## src/rtl/sss_pkg.sv

```systemverilog
// Shared types, codes, constants and the character decoder of the display controller.
`timescale 1ns / 1ps

package sss_pkg;

   localparam int BUFFER_CHARS_DEF = 16;
   localparam int DIGITS_DEF       = 4;

   localparam int OP_W     = 2;
   localparam int CHAR_W   = 8;
   localparam int DIGIT_W  = 3;
   localparam int SEG_W    = 7;
   localparam int BRIGHT_W = 4;
   // One bit wider than the brightness field: the slot counter stops at level + 1.
   localparam int SLOT_W   = BRIGHT_W + 1;

   localparam logic [OP_W-1:0] OP_TICK  = 2'd0;
   localparam logic [OP_W-1:0] OP_PUT   = 2'd1;
   localparam logic [OP_W-1:0] OP_ERASE = 2'd2;
   localparam logic [OP_W-1:0] OP_CLEAR = 2'd3;

   localparam logic [BRIGHT_W-1:0] BRIGHT_RESET = 4'd10;
   localparam logic [SEG_W-1:0]    SEG_BLANK    = 7'h00;

   localparam logic [CHAR_W-1:0] CH_ZERO  = 8'h30;
   localparam logic [CHAR_W-1:0] CH_NINE  = 8'h39;
   localparam logic [CHAR_W-1:0] CH_MINUS = 8'h2D;
   localparam logic [CHAR_W-1:0] CH_A     = 8'h41;
   localparam logic [CHAR_W-1:0] CH_E     = 8'h45;
   localparam logic [CHAR_W-1:0] CH_L     = 8'h4C;
   localparam logic [CHAR_W-1:0] CH_P     = 8'h50;
   localparam logic [CHAR_W-1:0] CH_LC_N  = 8'h6E;
   localparam logic [CHAR_W-1:0] CH_LC_R  = 8'h72;
   localparam logic [CHAR_W-1:0] CH_LC_D  = 8'h64;
   localparam logic [CHAR_W-1:0] CH_LC_O  = 8'h6F;
   localparam logic [CHAR_W-1:0] CH_LC_U  = 8'h75;
   localparam logic [CHAR_W-1:0] CH_LC_T  = 8'h74;

   localparam logic [SEG_W-1:0] DIGIT_PAT [10] = '{
      7'h3F, 7'h06, 7'h5B, 7'h4F, 7'h66, 7'h6D, 7'h7D, 7'h07, 7'h7F, 7'h67
   };

   // Write command from the control logic to the character store.
   typedef struct packed {
      logic put;
      logic erase;
      logic clear;
   } store_cmd_type;

   typedef struct packed {
      logic             known;
      logic [SEG_W-1:0] pattern;
   } glyph_type;

   function automatic glyph_type glyph_of(input logic [CHAR_W-1:0] code);
      glyph_type g;
      g.known   = 1'b1;
      g.pattern = SEG_BLANK;
      if (code >= CH_ZERO && code <= CH_NINE) begin
         // The low nibble of an ASCII digit is its value.
         g.pattern = DIGIT_PAT[code[3:0]];
      end else begin
         unique case (code)
            CH_MINUS: g.pattern = 7'h40;
            CH_A:     g.pattern = 7'h77;
            CH_E:     g.pattern = 7'h79;
            CH_L:     g.pattern = 7'h38;
            CH_P:     g.pattern = 7'h73;
            CH_LC_N:  g.pattern = 7'h54;
            CH_LC_R:  g.pattern = 7'h50;
            CH_LC_D:  g.pattern = 7'h5E;
            CH_LC_O:  g.pattern = 7'h5C;
            CH_LC_U:  g.pattern = 7'h1C;
            CH_LC_T:  g.pattern = 7'h78;
            default:  g.known   = 1'b0;
         endcase
      end
      return g;
   endfunction

endpackage

```

## src/rtl/sss_char_store.sv

```systemverilog
// Character store: pattern memory with per-entry valid bits and a registered read port.
`timescale 1ns / 1ps

module sss_char_store #(
   parameter int BUFFER_CHARS = sss_pkg::BUFFER_CHARS_DEF
) (
   input  logic                            clock,
   input  logic                            reset,
   input  sss_pkg::store_cmd_type          cmd,
   input  logic [$clog2(BUFFER_CHARS)-1:0] wr_addr,
   input  logic [sss_pkg::SEG_W-1:0]       wr_pattern,
   input  logic                            rd_en,
   input  logic [$clog2(BUFFER_CHARS)-1:0] rd_addr,
   output logic [sss_pkg::SEG_W-1:0]       rd_pattern,
   output logic                            rd_valid
);

   logic [sss_pkg::SEG_W-1:0] mem [BUFFER_CHARS];
   logic [BUFFER_CHARS-1:0]   valid_ff;
   logic [BUFFER_CHARS-1:0]   valid_in;
   logic [sss_pkg::SEG_W-1:0] rd_pattern_ff;
   logic                      rd_valid_ff;

   // An entry that is not valid reads as blank, so erase and clear touch only the valid bits.
   always_comb begin
      valid_in = valid_ff;
      if (cmd.clear) begin
         valid_in = '0;
      end else if (cmd.put) begin
         valid_in[wr_addr] = 1'b1;
      end else if (cmd.erase) begin
         valid_in[wr_addr] = 1'b0;
      end
   end

   always_ff @(posedge clock) begin
      if (cmd.put) begin
         mem[wr_addr] <= wr_pattern;
      end
   end

   // The read sees the write of the same cycle.
   always_ff @(posedge clock) begin
      if (rd_en) begin
         rd_pattern_ff <= (cmd.put && wr_addr == rd_addr) ? wr_pattern : mem[rd_addr];
      end
   end

   always_ff @(posedge clock) begin
      if (reset) begin
         valid_ff    <= '0;
         rd_valid_ff <= 1'b0;
      end else begin
         valid_ff <= valid_in;
         if (rd_en) begin
            rd_valid_ff <= valid_in[rd_addr];
         end
      end
   end

   assign rd_pattern = rd_pattern_ff;
   assign rd_valid   = rd_valid_ff;

endmodule

```

## src/rtl/sss_scan.sv

```systemverilog
// Multiplex slot tracking, brightness blanking and the segment latch.
`timescale 1ns / 1ps

module sss_scan (
   input  logic                         clock,
   input  logic                         reset,
   input  logic                         tick_en,
   input  logic [sss_pkg::DIGIT_W-1:0]  digit,
   input  logic [sss_pkg::SEG_W-1:0]    load_pattern,
   input  logic [sss_pkg::BRIGHT_W-1:0] bright_level,
   output logic [sss_pkg::SEG_W-1:0]    segments
);

   logic [sss_pkg::DIGIT_W-1:0] shown_ff, shown_in;
   logic [sss_pkg::SLOT_W-1:0]  slot_ff, slot_in;
   logic [sss_pkg::SEG_W-1:0]   latch_ff, latch_in;
   logic [sss_pkg::SLOT_W-1:0]  level_x;

   assign level_x = sss_pkg::SLOT_W'(bright_level);

   always_comb begin
      shown_in = shown_ff;
      slot_in  = slot_ff;
      latch_in = latch_ff;
      if (tick_en) begin
         if (digit == shown_ff && slot_ff != '0) begin
            // A level of zero leaves the digit lit for its whole slot.
            if (slot_ff < level_x) begin
               slot_in = slot_ff + 1'b1;
            end else if (slot_ff == level_x) begin
               latch_in = sss_pkg::SEG_BLANK;
               slot_in  = slot_ff + 1'b1;
            end
         end else begin
            shown_in = digit;
            latch_in = load_pattern;
            slot_in  = sss_pkg::SLOT_W'(1);
         end
      end
   end

   always_ff @(posedge clock) begin
      if (reset) begin
         shown_ff <= '0;
         slot_ff  <= '0;
         latch_ff <= sss_pkg::SEG_BLANK;
      end else begin
         shown_ff <= shown_in;
         slot_ff  <= slot_in;
         latch_ff <= latch_in;
      end
   end

   assign segments = latch_ff;

endmodule

```

## src/rtl/seven_segment_scroll_display.sv

```systemverilog
// Top level of the scrolling seven-segment display controller.
`timescale 1ns / 1ps

// Each request beat carries one operation: tick (follow the external multiplexer's
// active digit), put a character, erase the last character, or clear the store. Every
// beat yields exactly one response beat carrying the segment latch after the operation,
// bit 0 for segment a up to bit 6 for segment g. As a beat enters the input register,
// the character store is read for the digit it names; the beat executes from there once
// the response register is free or being emptied, and then the segment latch, which
// is also the response register, and the window state are updated. With the response
// side always ready, one beat is taken every cycle; the only thing that stops the
// request side is a response beat that the consumer has not yet taken. The store
// holds BUFFER_CHARS patterns with one valid bit each, so a clear resets only the valid
// bits and needs no sweep after reset. The window fills up to DIGITS places and then
// scrolls; once it cannot scroll any further, puts are dropped. Characters without a
// glyph still take a place and show blank. The brightness register gives the number of
// ticks a digit stays lit in its multiplex slot (zero keeps it lit throughout); it
// resets to ten and should be written only while no beat is in flight.
module seven_segment_scroll_display #(
   parameter int BUFFER_CHARS = sss_pkg::BUFFER_CHARS_DEF,
   parameter int DIGITS       = sss_pkg::DIGITS_DEF
) (
   input  logic                         clock,
   input  logic                         reset,
   input  logic                         req_valid,
   output logic                         req_ready,
   input  logic [sss_pkg::OP_W-1:0]     req_operation,
   input  logic [sss_pkg::CHAR_W-1:0]   req_char_code,
   input  logic [sss_pkg::DIGIT_W-1:0]  req_active_digit,
   output logic                         rsp_valid,
   input  logic                         rsp_ready,
   output logic [sss_pkg::SEG_W-1:0]    rsp_segments,
   input  logic                         csr_wr_en,
   input  logic [sss_pkg::BRIGHT_W-1:0] csr_wr_data
);

   localparam int AW  = $clog2(BUFFER_CHARS);
   // Wide enough for a window position plus a digit or DIGITS without overflow.
   localparam int SW  = AW + 1;
   localparam int FCW = $clog2(DIGITS + 1);

   localparam logic [SW-1:0]  BC_X     = SW'(BUFFER_CHARS);
   localparam logic [SW-1:0]  DIGITS_X = SW'(DIGITS);
   localparam logic [FCW-1:0] DIGITS_F = FCW'(DIGITS);

   // Input register.
   logic                        s1_vld_ff;
   logic [sss_pkg::OP_W-1:0]    s1_op_ff;
   logic [sss_pkg::CHAR_W-1:0]  s1_char_ff;
   logic [sss_pkg::DIGIT_W-1:0] s1_digit_ff;

   logic                         rsp_vld_ff;
   logic [sss_pkg::BRIGHT_W-1:0] bright_ff;

   // Window state.
   logic [AW-1:0]  ws_ff, ws_in;
   logic [FCW-1:0] fc_ff, fc_in;

   logic exec;
   logic accept;

   sss_pkg::store_cmd_type    cmd;
   sss_pkg::glyph_type        glyph;
   logic [SW-1:0]             ws_x, fc_x, dg_x, pos_x, wr_x, rd_x;
   logic                      rd_en;
   logic [sss_pkg::SEG_W-1:0] rd_pattern;
   logic                      rd_valid;
   logic [sss_pkg::SEG_W-1:0] load_pattern;
   logic                      tick_en;

   // The beat in the input register executes whenever the response register is free
   // or is being emptied in this cycle; the request side follows straight from that.
   assign exec      = s1_vld_ff && (!rsp_vld_ff || rsp_ready);
   assign req_ready = !s1_vld_ff || exec;
   assign accept    = req_valid && req_ready;

   assign ws_x  = SW'(ws_ff);
   assign fc_x  = SW'(fc_ff);
   assign dg_x  = SW'(s1_digit_ff);
   assign glyph = sss_pkg::glyph_of(s1_char_ff);

   always_comb begin
      ws_in = ws_ff;
      fc_in = fc_ff;
      cmd   = '0;
      wr_x  = ws_x + fc_x;
      if (exec) begin
         unique case (s1_op_ff)
            sss_pkg::OP_TICK: begin
               // Ticks leave the store and the window alone.
            end
            sss_pkg::OP_PUT: begin
               if (ws_x + DIGITS_X < BC_X) begin
                  cmd.put = glyph.known && wr_x < BC_X;
                  if (fc_ff < DIGITS_F) begin
                     fc_in = fc_ff + 1'b1;
                  end else begin
                     ws_in = ws_ff + 1'b1;
                  end
               end
            end
            sss_pkg::OP_ERASE: begin
               if (ws_ff != '0) begin
                  // Scroll back and drop the character that falls off the right-hand end.
                  ws_in     = ws_ff - 1'b1;
                  wr_x      = ws_x - 1'b1 + fc_x;
                  cmd.erase = wr_x < BC_X;
               end else if (fc_ff != '0) begin
                  fc_in     = fc_ff - 1'b1;
                  wr_x      = fc_x - 1'b1;
                  cmd.erase = wr_x < BC_X;
               end
            end
            default: begin
               // Clear all.
               ws_in     = '0;
               fc_in     = '0;
               cmd.clear = 1'b1;
            end
         endcase
      end
   end

   // The store is read as the beat enters, at the window position that holds once
   // the beat ahead of it has executed.
   assign rd_x  = SW'(ws_in) + SW'(req_active_digit);
   assign rd_en = accept && rd_x < BC_X;

   sss_char_store #(
      .BUFFER_CHARS (BUFFER_CHARS)
   ) u_store (
      .clock      (clock),
      .reset      (reset),
      .cmd        (cmd),
      .wr_addr    (wr_x[AW-1:0]),
      .wr_pattern (glyph.pattern),
      .rd_en      (rd_en),
      .rd_addr    (rd_x[AW-1:0]),
      .rd_pattern (rd_pattern),
      .rd_valid   (rd_valid)
   );

   // A digit beyond the filled part of the window shows blank.
   assign pos_x        = ws_x + dg_x;
   assign load_pattern = (dg_x < fc_x && pos_x < BC_X && rd_valid) ? rd_pattern
                                                                   : sss_pkg::SEG_BLANK;
   assign tick_en      = exec && s1_op_ff == sss_pkg::OP_TICK;

   // The segment latch only changes on execution, so it doubles as the response register.
   sss_scan u_scan (
      .clock        (clock),
      .reset        (reset),
      .tick_en      (tick_en),
      .digit        (s1_digit_ff),
      .load_pattern (load_pattern),
      .bright_level (bright_ff),
      .segments     (rsp_segments)
   );

   always_ff @(posedge clock) begin
      if (reset) begin
         s1_vld_ff  <= 1'b0;
         rsp_vld_ff <= 1'b0;
         ws_ff      <= '0;
         fc_ff      <= '0;
         bright_ff  <= sss_pkg::BRIGHT_RESET;
      end else begin
         if (accept) begin
            s1_vld_ff <= 1'b1;
         end else if (exec) begin
            s1_vld_ff <= 1'b0;
         end
         if (exec) begin
            rsp_vld_ff <= 1'b1;
         end else if (rsp_ready) begin
            rsp_vld_ff <= 1'b0;
         end
         ws_ff <= ws_in;
         fc_ff <= fc_in;
         if (csr_wr_en) begin
            bright_ff <= csr_wr_data;
         end
      end
   end

   always_ff @(posedge clock) begin
      if (accept) begin
         s1_op_ff    <= req_operation;
         s1_char_ff  <= req_char_code;
         s1_digit_ff <= req_active_digit;
      end
   end

   assign rsp_valid = rsp_vld_ff;

endmodule

```

## config.mk

```make
export PLATFORM = sky130hd
export DESIGN_NAME = seven_segment_scroll_display
export DESIGN_NICKNAME = d
export VERILOG_FILES = /design/src/rtl/sss_pkg.sv /design/src/rtl/sss_char_store.sv /design/src/rtl/sss_scan.sv /design/src/rtl/seven_segment_scroll_display.sv
export SDC_FILE = /design/constraint.sdc
export NUM_CORES = 1
export LEC_CHECK = 0
export ABC_AREA = 1
export BUFFER_PORTS_ARGS = -buffer_cell sky130_fd_sc_hd__buf_2
export CORE_MARGIN = 2
export CORE_UTILIZATION = 55
export DETAILED_ROUTE_END_ITERATION = 7
export GPL_TIMING_DRIVEN = 1
export PLACE_DENSITY = 0.69
export REMOVE_ABC_BUFFERS = 1
export SKIP_CTS_REPAIR_TIMING = 1
export SLEW_MARGIN = 15
export SYNTH_ARGS = -nofsm -noshare
export SYNTH_HDL_FRONTEND = slang
export SYNTH_HIERARCHICAL = 1
export SYNTH_SLANG_ARGS = --single-unit
export TNS_END_PERCENT = 20
```

## constraint.sdc

```tcl
create_clock -name clock -period 10.6 [get_ports clock]
set_input_delay 3.18 -clock clock [delete_from_list [all_inputs] [get_ports clock]]
set_output_delay 3.18 -clock clock [all_outputs]
set_load 0.01 [all_outputs]
```

Yosys cells after proc, flatten, opt, wreduce, memory -nomap -nowiden:

Memory sizes are Yosys's and may differ from the RTL's. A register that Yosys moved wholly into a read port is not among the register bits.
Cells that the tools add are included.

* register bits after elaboration: 58
* memory bits (writable): 112
* ROM bits: 112
* input port bits: 22
* output and inout bits: 9
* memories: 2

* $add $sub $neg: 12
* $lt $le $gt $ge: 15
* equal/unequal tests: 22
* multiplexer cells: 47
* bitwise operators: 6
* reduce and logical (&&, ||, !) cells: 26

Memory list
* (no name shown): depth 16, width 7, read ports 1, clocked after memory_dff 0, wr ports 0, RTL line sss_pkg.sv:61 `g.pattern = DIGIT_PAT[code[3:0]];`
* u_store.mem: depth 16, width 7, read ports 1, clocked after memory_dff 1, wr ports 1, RTL line sss_char_store.sv:18 `logic [sss_pkg::SEG_W-1:0] mem [BUFFER_CHARS];`

Operator list (count)
* == test 8 x 7 -> 1 bit, second input constant: 10
* case mux 7 bit (11 select lines): 1
* 2-to-1 mux 7 bit: 7
* 2-to-1 mux 16 bit: 3
* 2-to-1 mux 4 bit: 8
* < comparator 5 bit, second input constant: 6
* AND 16 bit: 1
* 2-to-1 mux 1 bit: 16
* inverter 16 bit: 1
* OR 16 bit: 1
* adder 4 x 3 -> 5 bit: 3
* 2-to-1 mux 3 bit: 5
* 2-to-1 mux 5 bit: 3
* inequality test 2 bit, second input constant: 6
* case mux 4 bit (3 select lines): 1
* OR reduction 11 bit: 1
* logical AND 1 bit: 10
* < comparator 4 x 5 -> 1 bit, second input constant: 2
* case mux 3 bit (3 select lines): 1
* == test 8 x 6 -> 1 bit, second input constant: 1
* greater-or-equal comparator 8 x 6 -> 1 bit, second input constant: 1
* <= comparator 8 x 6 -> 1 bit, second input constant: 1
* AND reduction 6 bit: 1
* adder 4 x 3 -> 5 bit, second input constant: 1
* other kinds (32): 37

Longest topological paths before layout:

Gate-level depths: netlist of run 1.

* word-level depth: 16
* depth in mapped cells: 25

Modules after synthesis:

The synthesis of run 1 kept the hierarchy.

Modules (own cells, without submodules)
* sss_char_store: instances 1, cells an instance 536, area each 5776.8 µm², sequential area each 3913.8 µm²
* seven_segment_scroll_display: instances 1, cells an instance 350, area each 2471.1 µm², sequential area each 650.6 µm²
* sss_scan: instances 1, cells an instance 159, area each 1009.7 µm², sequential area each 300.3 µm²

Worst setup path after synthesis of run 1:

Ideal clock, no wire load.

* kind: input to output
* from: input rsp_ready
* to: output req_ready
* data arrival time: 3364 ps
* slack: 4056 ps
* cell stages on the path: 2
* cell sequence: inv_1 > nand3_1

* word-level cells in the longest chain between the ends: 3

Ends and longest elaborated chain
* start: declaration: RTL line seven_segment_scroll_display.sv:31 `input logic rsp_ready,`
* logical OR 1 bit: RTL line seven_segment_scroll_display.sv:73 `assign exec = s1_vld_ff && (!rsp_vld_ff || rsp_ready);`
* logical AND 1 bit: RTL line seven_segment_scroll_display.sv:73
* logical OR 1 bit: RTL line seven_segment_scroll_display.sv:74 `assign req_ready = !s1_vld_ff || exec;`
* end: declaration: RTL line seven_segment_scroll_display.sv:26 `output logic req_ready,`

No other way between the ends.

Final worst setup path of run 1:

Same ends and word-level chain as after synthesis.

==> results.yml, run 1 <==
status:
  outcome: "complete, no violations"
worst_hold_path:
  min_to: "bright_ff[3]"
  worstHoldPathType: "flop to flop"
  whs_path_depth: 2
  hp-start: "bright_ff[3]"
floorplan:
  die-area_um2: 17900
  die_y_um: 134
  start_util_pct: 56.0
  die_x_um: 134
  rows: 47
  ios: 31
  coreArea_um2: 16500
route:
  drc_errors: 0
  via_per_inst: 5.60
  drtIter0Drc: 697
  drtPass1Iterations: 5
  vias: 7242
  antenna_left: 0
  wl_um: 21000
  routedWlPerCell_um: 16.2
layout:
  stdcell_count: 1293
  final_nets: 1123
  n_antenna_cell: 0
  syn_to_final_growth_pct: 8.42
  drive_gt1_share_pct: 8.95
  post-route-util_pct: 60.7
synthesis:
  synth.area.top_cells: "edfxtp_1 43%, dfxtp_1 9.7%, nand2_1 8.4%, nor2_1 7.5%, ha_1 4.7%"
  synth_top_area_share_pct: 42.8
  synth_area_per_cell_um2: 8.86
  ys_seq_elements: 177
  ys_warn_count: 6
  ys_types: 48
  synth_top_area_cell: "edfxtp_1"
  yosysSeqAreaShare_pct: 52.5
  syn_inst: 1045
  netlist_area_um2: 9260
power:
  pwr-share-clk_pct: 38.1
  p_comb_share_pct: 9.8
  pwr-share-seq_pct: 52.1
  p_switching_mw: 0.368
  swShare_pct: 25.1
  power_leakage_nw: 4.18
  power.density_nw_per_um2: 146
  internal_power_mw: 1.10
  vdd_ir_drop_max_uv: 116
clock_tree:
  cts_tree: "done"
  clock_latency_ns: 0.43
  ctsHtreeMaxLevel: 4
  cts.sinks: 177
  cts_made_buffers: 17
  root_buffer: "clkbuf_16"
  path_clk_slew_ns: 0.06
  cts_max_path_buffers: 2
critical_path:
  r2r_end: "u_store/rd_pattern[0]"
  r2r_slack_ns: 6.23
  critPathCaptureType: "output pin"
  cp.buffers_inverters: 3
  cpPeakStageDelay_ns: 0.16
  crit_top_cell: "buf_2"
  required_ns: 7.42
  crit_family: "buffers and inverters"
  crit_chain: "buf_2 > inv_1 > nand3_1 > buf_2"
  cp.arrival_ns: 3.58
  path_depth: 4
  worstPathMaxFanout: 3
  reg2reg_from: "ws_ff[0]"
  criticalPathCategory: "input pin to output pin"
  start_kind: "input pin"
  slowest_stage: "buf_2"
  reg2reg_depth: 17
global_routing:
  first_global_vias: 6768
  grt_start_max_net_pins: 67
  grt_pass1_wl_um: 34700
  grt-ovfl-total: 0
  grt_usage_pct: 25.0
  antenna_found_initial: 0
timing:
  clock-skew-final_ns: 0.00708
  period_share_pct: 63.8
  rsz0062_at_grt: "no"
  fin_crit_ns: 6.76
  final.setup.tns_ns: 0
  setup_viol: 0
  worst_pin_slew_ns: 1.04
  relSlewSlack_pct: 30.5
  slew_violations: 0
  max_freq_mhz: 148
  hold_viol_final: 0
placed_design:
  port_buffers: 30
  dp_hpwl_um: 14200
  dp.cells: 1263
  gp_congestion: 0.890
flow_run:
  maxCapViolCount: 0
==> metrics by stage <==
step | power, mW | hold WS (ns) | area, um2 | setup WS (ns)
CTS | 1.47 | 0.473 | 10000 | 3.84
global placement | 0.919 | 0.453 | 9520 | 3.84
detailed placement | 0.920 | 0.459 | 9520 | 3.84
floorplan | 0.876 | 0.429 | 9040 | 4.06
finish | 1.47 | 0.471 | 10000 | 3.84
global route | 1.52 | 0.481 | 10000 | 3.78
==> worst max path at each step <==
stage	start	to	slack, ns
finish	rsp_ready	req_ready	3.84
global route	rsp_ready	req_ready	3.78
CTS	rsp_ready	req_ready	3.84
detailed placement	rsp_ready	req_ready	3.84
global placement	rsp_ready	req_ready	3.84
floorplan	rsp_ready	req_ready	4.06
==> cell usage after synthesis (all sizes together) <==
| library cell | n |
|---|---|
| nand3 | 66 |
| clkbuf | 16 |
| ha | 35 |
| a21o | 1 |
| buf | 23 |
| a31o | 1 |
| a21oi | 24 |
| nor3b | 7 |
| o2111ai | 2 |
| inv | 108 |
| nand2 | 216 |
| xor2 | 3 |
| o21a | 1 |
| nor3 | 3 |
| a31oi | 8 |
| or2 | 1 |
| o211ai | 18 |
| o22ai | 15 |
| a21boi | 1 |
| o221ai | 14 |
| nor2 | 190 |
| o21ai | 85 |
| nand4 | 17 |
| edfxtp | 132 |
| nand3b | 2 |
| o31ai | 1 |
| xnor2 | 3 |
| dfxtp | 45 |
| clkinv | 3 |
| fa | 4 |
==> cells in the final DEF, fill, tap and decap left out, types with 8 or more instances in the layout <==
cell type    n
a21oi_1     20
a31oi_1      8
buf_2       30
clkbuf_16   17
dfxtp_1     45
edfxtp_1   132
ha_1        35
inv_1      102
nand2_1    206
nand3_1     64
nand4_1     17
nor2_1     186
o211ai_1    18
o21ai_0     80
o221ai_1    14
o22ai_1     15
==> layout make-up <==
type	count	area (um2)
Fill cell	1403	6490
Sequential cell	177	4860
Multi-Input combinational cell	718	3760
Clock buffer	19	433
Inverter	111	422
Tap cell	220	275
Timing Repair Buffer	37	203
Clock inverter	11	82.6
==> cells by family (layout without fill, tap and decap cells) <==
group / after synthesis / in the layout / share of synthesized area [%]
and+or+nand+nor: 502 / 502 / 23.3
adders and majority gates: 39 / 39 / 5.60
buffers and inverters: 150 / 178 / 6.91
xor gates and xnor gates: 6 / 6 / 0.568
AOI/OAI and AO/OA: 171 / 171 / 11.1
DFF: 177 / 177 / 52.5
==> worst register-to-register path: cells and delay by family, from the launching register on <==
family / cells / cell delay, ns
AOI/OAI and AO/OA: 4 / 0.74
adders and majority gates: 3 / 0.96
buffers and inverters: 4 / 1.26
DFF: 1 / 0.48
and+or+nand+nor: 6 / 0.67
==> power groups by stage <==
stage | clock [mW] | sequential [mW] | combinational [mW]
floorplan | 0 | 0.775 | 0.100
global placement | 0 | 0.779 | 0.139
detailed placement | 0 | 0.779 | 0.141
CTS | 0.567 | 0.764 | 0.142
global route | 0.598 | 0.765 | 0.161
finish | 0.559 | 0.764 | 0.144
==> metal layers <==
| metal | wire [um] | up-vias | GRT usage [%] |
|---|---|---|---|
| li1 | - | 3574 | - |
| met1 | 9840 | 3414 | 34.9 |
| met2 | 9710 | 224 | 39.6 |
| met3 | 1150 | 30 | 5.59 |
| met4 | 306 | 0 | 7.03 |
| met5 | 0 | - | 0 |
==> registers in the layout (all words and copies together), names as in the netlist <==
name	cells
s1_vld_ff	1
fc_ff	3
s1_op_ff	2
u_store/rd_valid	1
ws_ff	4
u_store/valid_ff	16
u_scan/shown_ff	3
s1_char_ff	8
u_scan/segments	7
u_scan/slot_ff	5
rsp_valid	1
u_store/mem	112
bright_ff	4
u_store/rd_pattern	7
s1_digit_ff	3
Power figures use the tool's default switching activity.
==> inputs of run 2 (changes only) <==
--- a/config.mk
+++ b/config.mk
@@ -11,7 +11,7 @@
 export CORE_UTILIZATION = 55
 export DETAILED_ROUTE_END_ITERATION = 7
 export GPL_TIMING_DRIVEN = 1
-export PLACE_DENSITY = 0.69
+export PLACE_DENSITY = 0.72
 export REMOVE_ABC_BUFFERS = 1
 export SKIP_CTS_REPAIR_TIMING = 1
 export SLEW_MARGIN = 15
==> constraint.sdc (replaced) <==
create_clock -name clock -period 6.2 [get_ports clock]
set_input_delay 1.86 -clock clock [delete_from_list [all_inputs] [get_ports clock]]
set_output_delay 1.86 -clock clock [all_outputs]
set_load 0.01 [all_outputs]
==> results.yml, run 2 (synthesized netlist as in run 1, its figures left out) <==
route:
  drtPass1Iterations: 5
  routedWlPerCell_um: 16.4
  wl_um: 21300
  drc_errors: 0
  vias: 7319
  via_per_inst: 5.64
  antenna_left: 0
  drtIter0Drc: 830
status:
  outcome: "complete, no violations"
layout:
  largest_reg_flops: 112
  layout_commonest_cell: "nand2_1"
  largest_registers: "u_store/mem: 112 flops, u_store/valid_ff: 16 flops, s1_char_ff: 8 flops"
  final_nets: 1126
  layout_common_cells: "206 x nand2_1, 186 x nor2_1, 132 x edfxtp_1"
  n_antenna_cell: 0
  drive_gt1_share_pct: 9.18
  fin_area_um2: 10100
  stdcell_count: 1298
  largest-register: "u_store/mem"
  syn_to_final_growth_pct: 9.04
  post-route-util_pct: 61.1
power:
  swShare_pct: 25.9
  vdd_ir_drop_max_uv: 179
  p_switching_mw: 0.663
  power_leakage_nw: 4.21
  p_comb_share_pct: 9.7
  power.density_nw_per_um2: 254
  internal_power_mw: 1.90
  pwr-share-clk_pct: 39.2
  pwr-share-seq_pct: 51.0
floorplan:
  die_y_um: 134
  die_x_um: 134
  ios: 31
  start_util_pct: 56.0
  rows: 47
  die-area_um2: 17900
  coreArea_um2: 16500
clock_tree:
  path_clk_slew_ns: 0.07
  cts_tree: "done"
  clock_latency_ns: 0.43
  cts_made_buffers: 17
  cts_max_path_buffers: 2
  root_buffer: "clkbuf_16"
  cts.sinks: 177
  ctsHtreeMaxLevel: 4
critical_path:
  criticalPathCategory: "input pin to flop"
  cp.arrival_ns: 4.80
  start_kind: "input pin"
  required_ns: 6.36
  critPathCaptureType: "flop"
  worstPathMaxFanout: 14
  r2r_slack_ns: 2.11
  r2r_end: "u_store/rd_pattern[5]"
  reg2reg_depth: 18
  reg2reg_from: "ws_ff[0]"
global_routing:
  grt-ovfl-total: 0
  grt_usage_pct: 24.8
  antenna_found_initial: 0
  grt_start_max_net_pins: 65
  first_global_vias: 7058
  grt_pass1_wl_um: 34800
timing:
  max_freq_mhz: 215
  worst_pin_slew_ns: 0.993
  fin_ws_ns: 1.56
  hold_viol_final: 0
  fin_crit_ns: 4.64
  rsz0062_at_grt: "no"
  final.setup.tns_ns: 0
  relSlewSlack_pct: 33.8
  setup_viol: 0
  period_share_pct: 74.9
  clock-skew-final_ns: 0.00775
  slew_violations: 0
worst_hold_path:
  min_to: "bright_ff[1]"
  worstHoldPathType: "flop to flop"
  whs_path_depth: 2
  hp-start: "bright_ff[1]"
flow_run:
  maxCapViolCount: 0
placed_design:
  dpl_cell_area_um2: 9540
  dp_hpwl_um: 14300
  dpl_worst_slack_ns: 1.20
  port_buffers: 30
  dp.cells: 1266
  gp_congestion: 0.907
==> run 2: per-stage QoR <==
stage               hold slack (ns)  power (mW)
finish                        0.467        2.56
global route                  0.490        2.65
CTS                           0.475        2.57
detailed placement            0.461        1.58
global placement              0.441        1.57
floorplan                     0.429        1.50
==> run 2: cell type report <==
type | count | area, um2
timing repair buffer | 40 | 225
tap | 220 | 275
fill | 1413 | 6430
inverter | 111 | 422
multi-input combinational | 718 | 3750
sequential | 177 | 4860
clock inverter | 14 | 125
clock buffer | 18 | 429
==> run 2: worst max-delay path by stage <==
| stage | start | endpoint |
|---|---|---|
| floorplan | rsp_ready | u_store/rd_pattern[1] |
| global placement | rsp_ready | u_store/rd_pattern[0] |
| detailed placement | rsp_ready | u_store/rd_pattern[4] |
| CTS | rsp_ready | u_store/rd_pattern[5] |
| global route | rsp_ready | u_store/rd_pattern[2] |
| finish | rsp_ready | u_store/rd_pattern[5] |
==> run 2: worst max-delay path, stage by stage <==
cell and delay (ns):
buf_2 0.07, inv_1 0.04, nand2_1 0.11, nand2_4 0.10
nor2_1 0.19, nand2_1 0.11, nand2_1 0.07, ha_1 0.27
nand2_1 0.08, nand2_1 0.05, a31oi_1 0.19, nand2_1 0.08
nand2_1 0.35, clkinv_1 0.44, o2111ai_2 0.62, a31oi_1 0.16
==> run 2: power by group through the flow <==
stage	Sequential, mW	Combinational [mW]	Clock [mW]
4_1_cts	1.31	0.247	1.02
2_1_floorplan	1.33	0.171	0
5_1_grt	1.31	0.282	1.06
3_3_place_gp	1.33	0.241	0
3_5_place_dp	1.33	0.245	0
6_report	1.31	0.249	1.00
==> run 2: per-layer routing <==
metal | part of all wire (%) | vias up | global-route usage (%)
met5 | 0 | - | 0
met4 | 1.5 | 0 | 7.92
met3 | 6.0 | 25 | 4.49
met2 | 48 | 270 | 40.8
met1 | 45 | 3442 | 33.5
li1 | - | 3582 | -
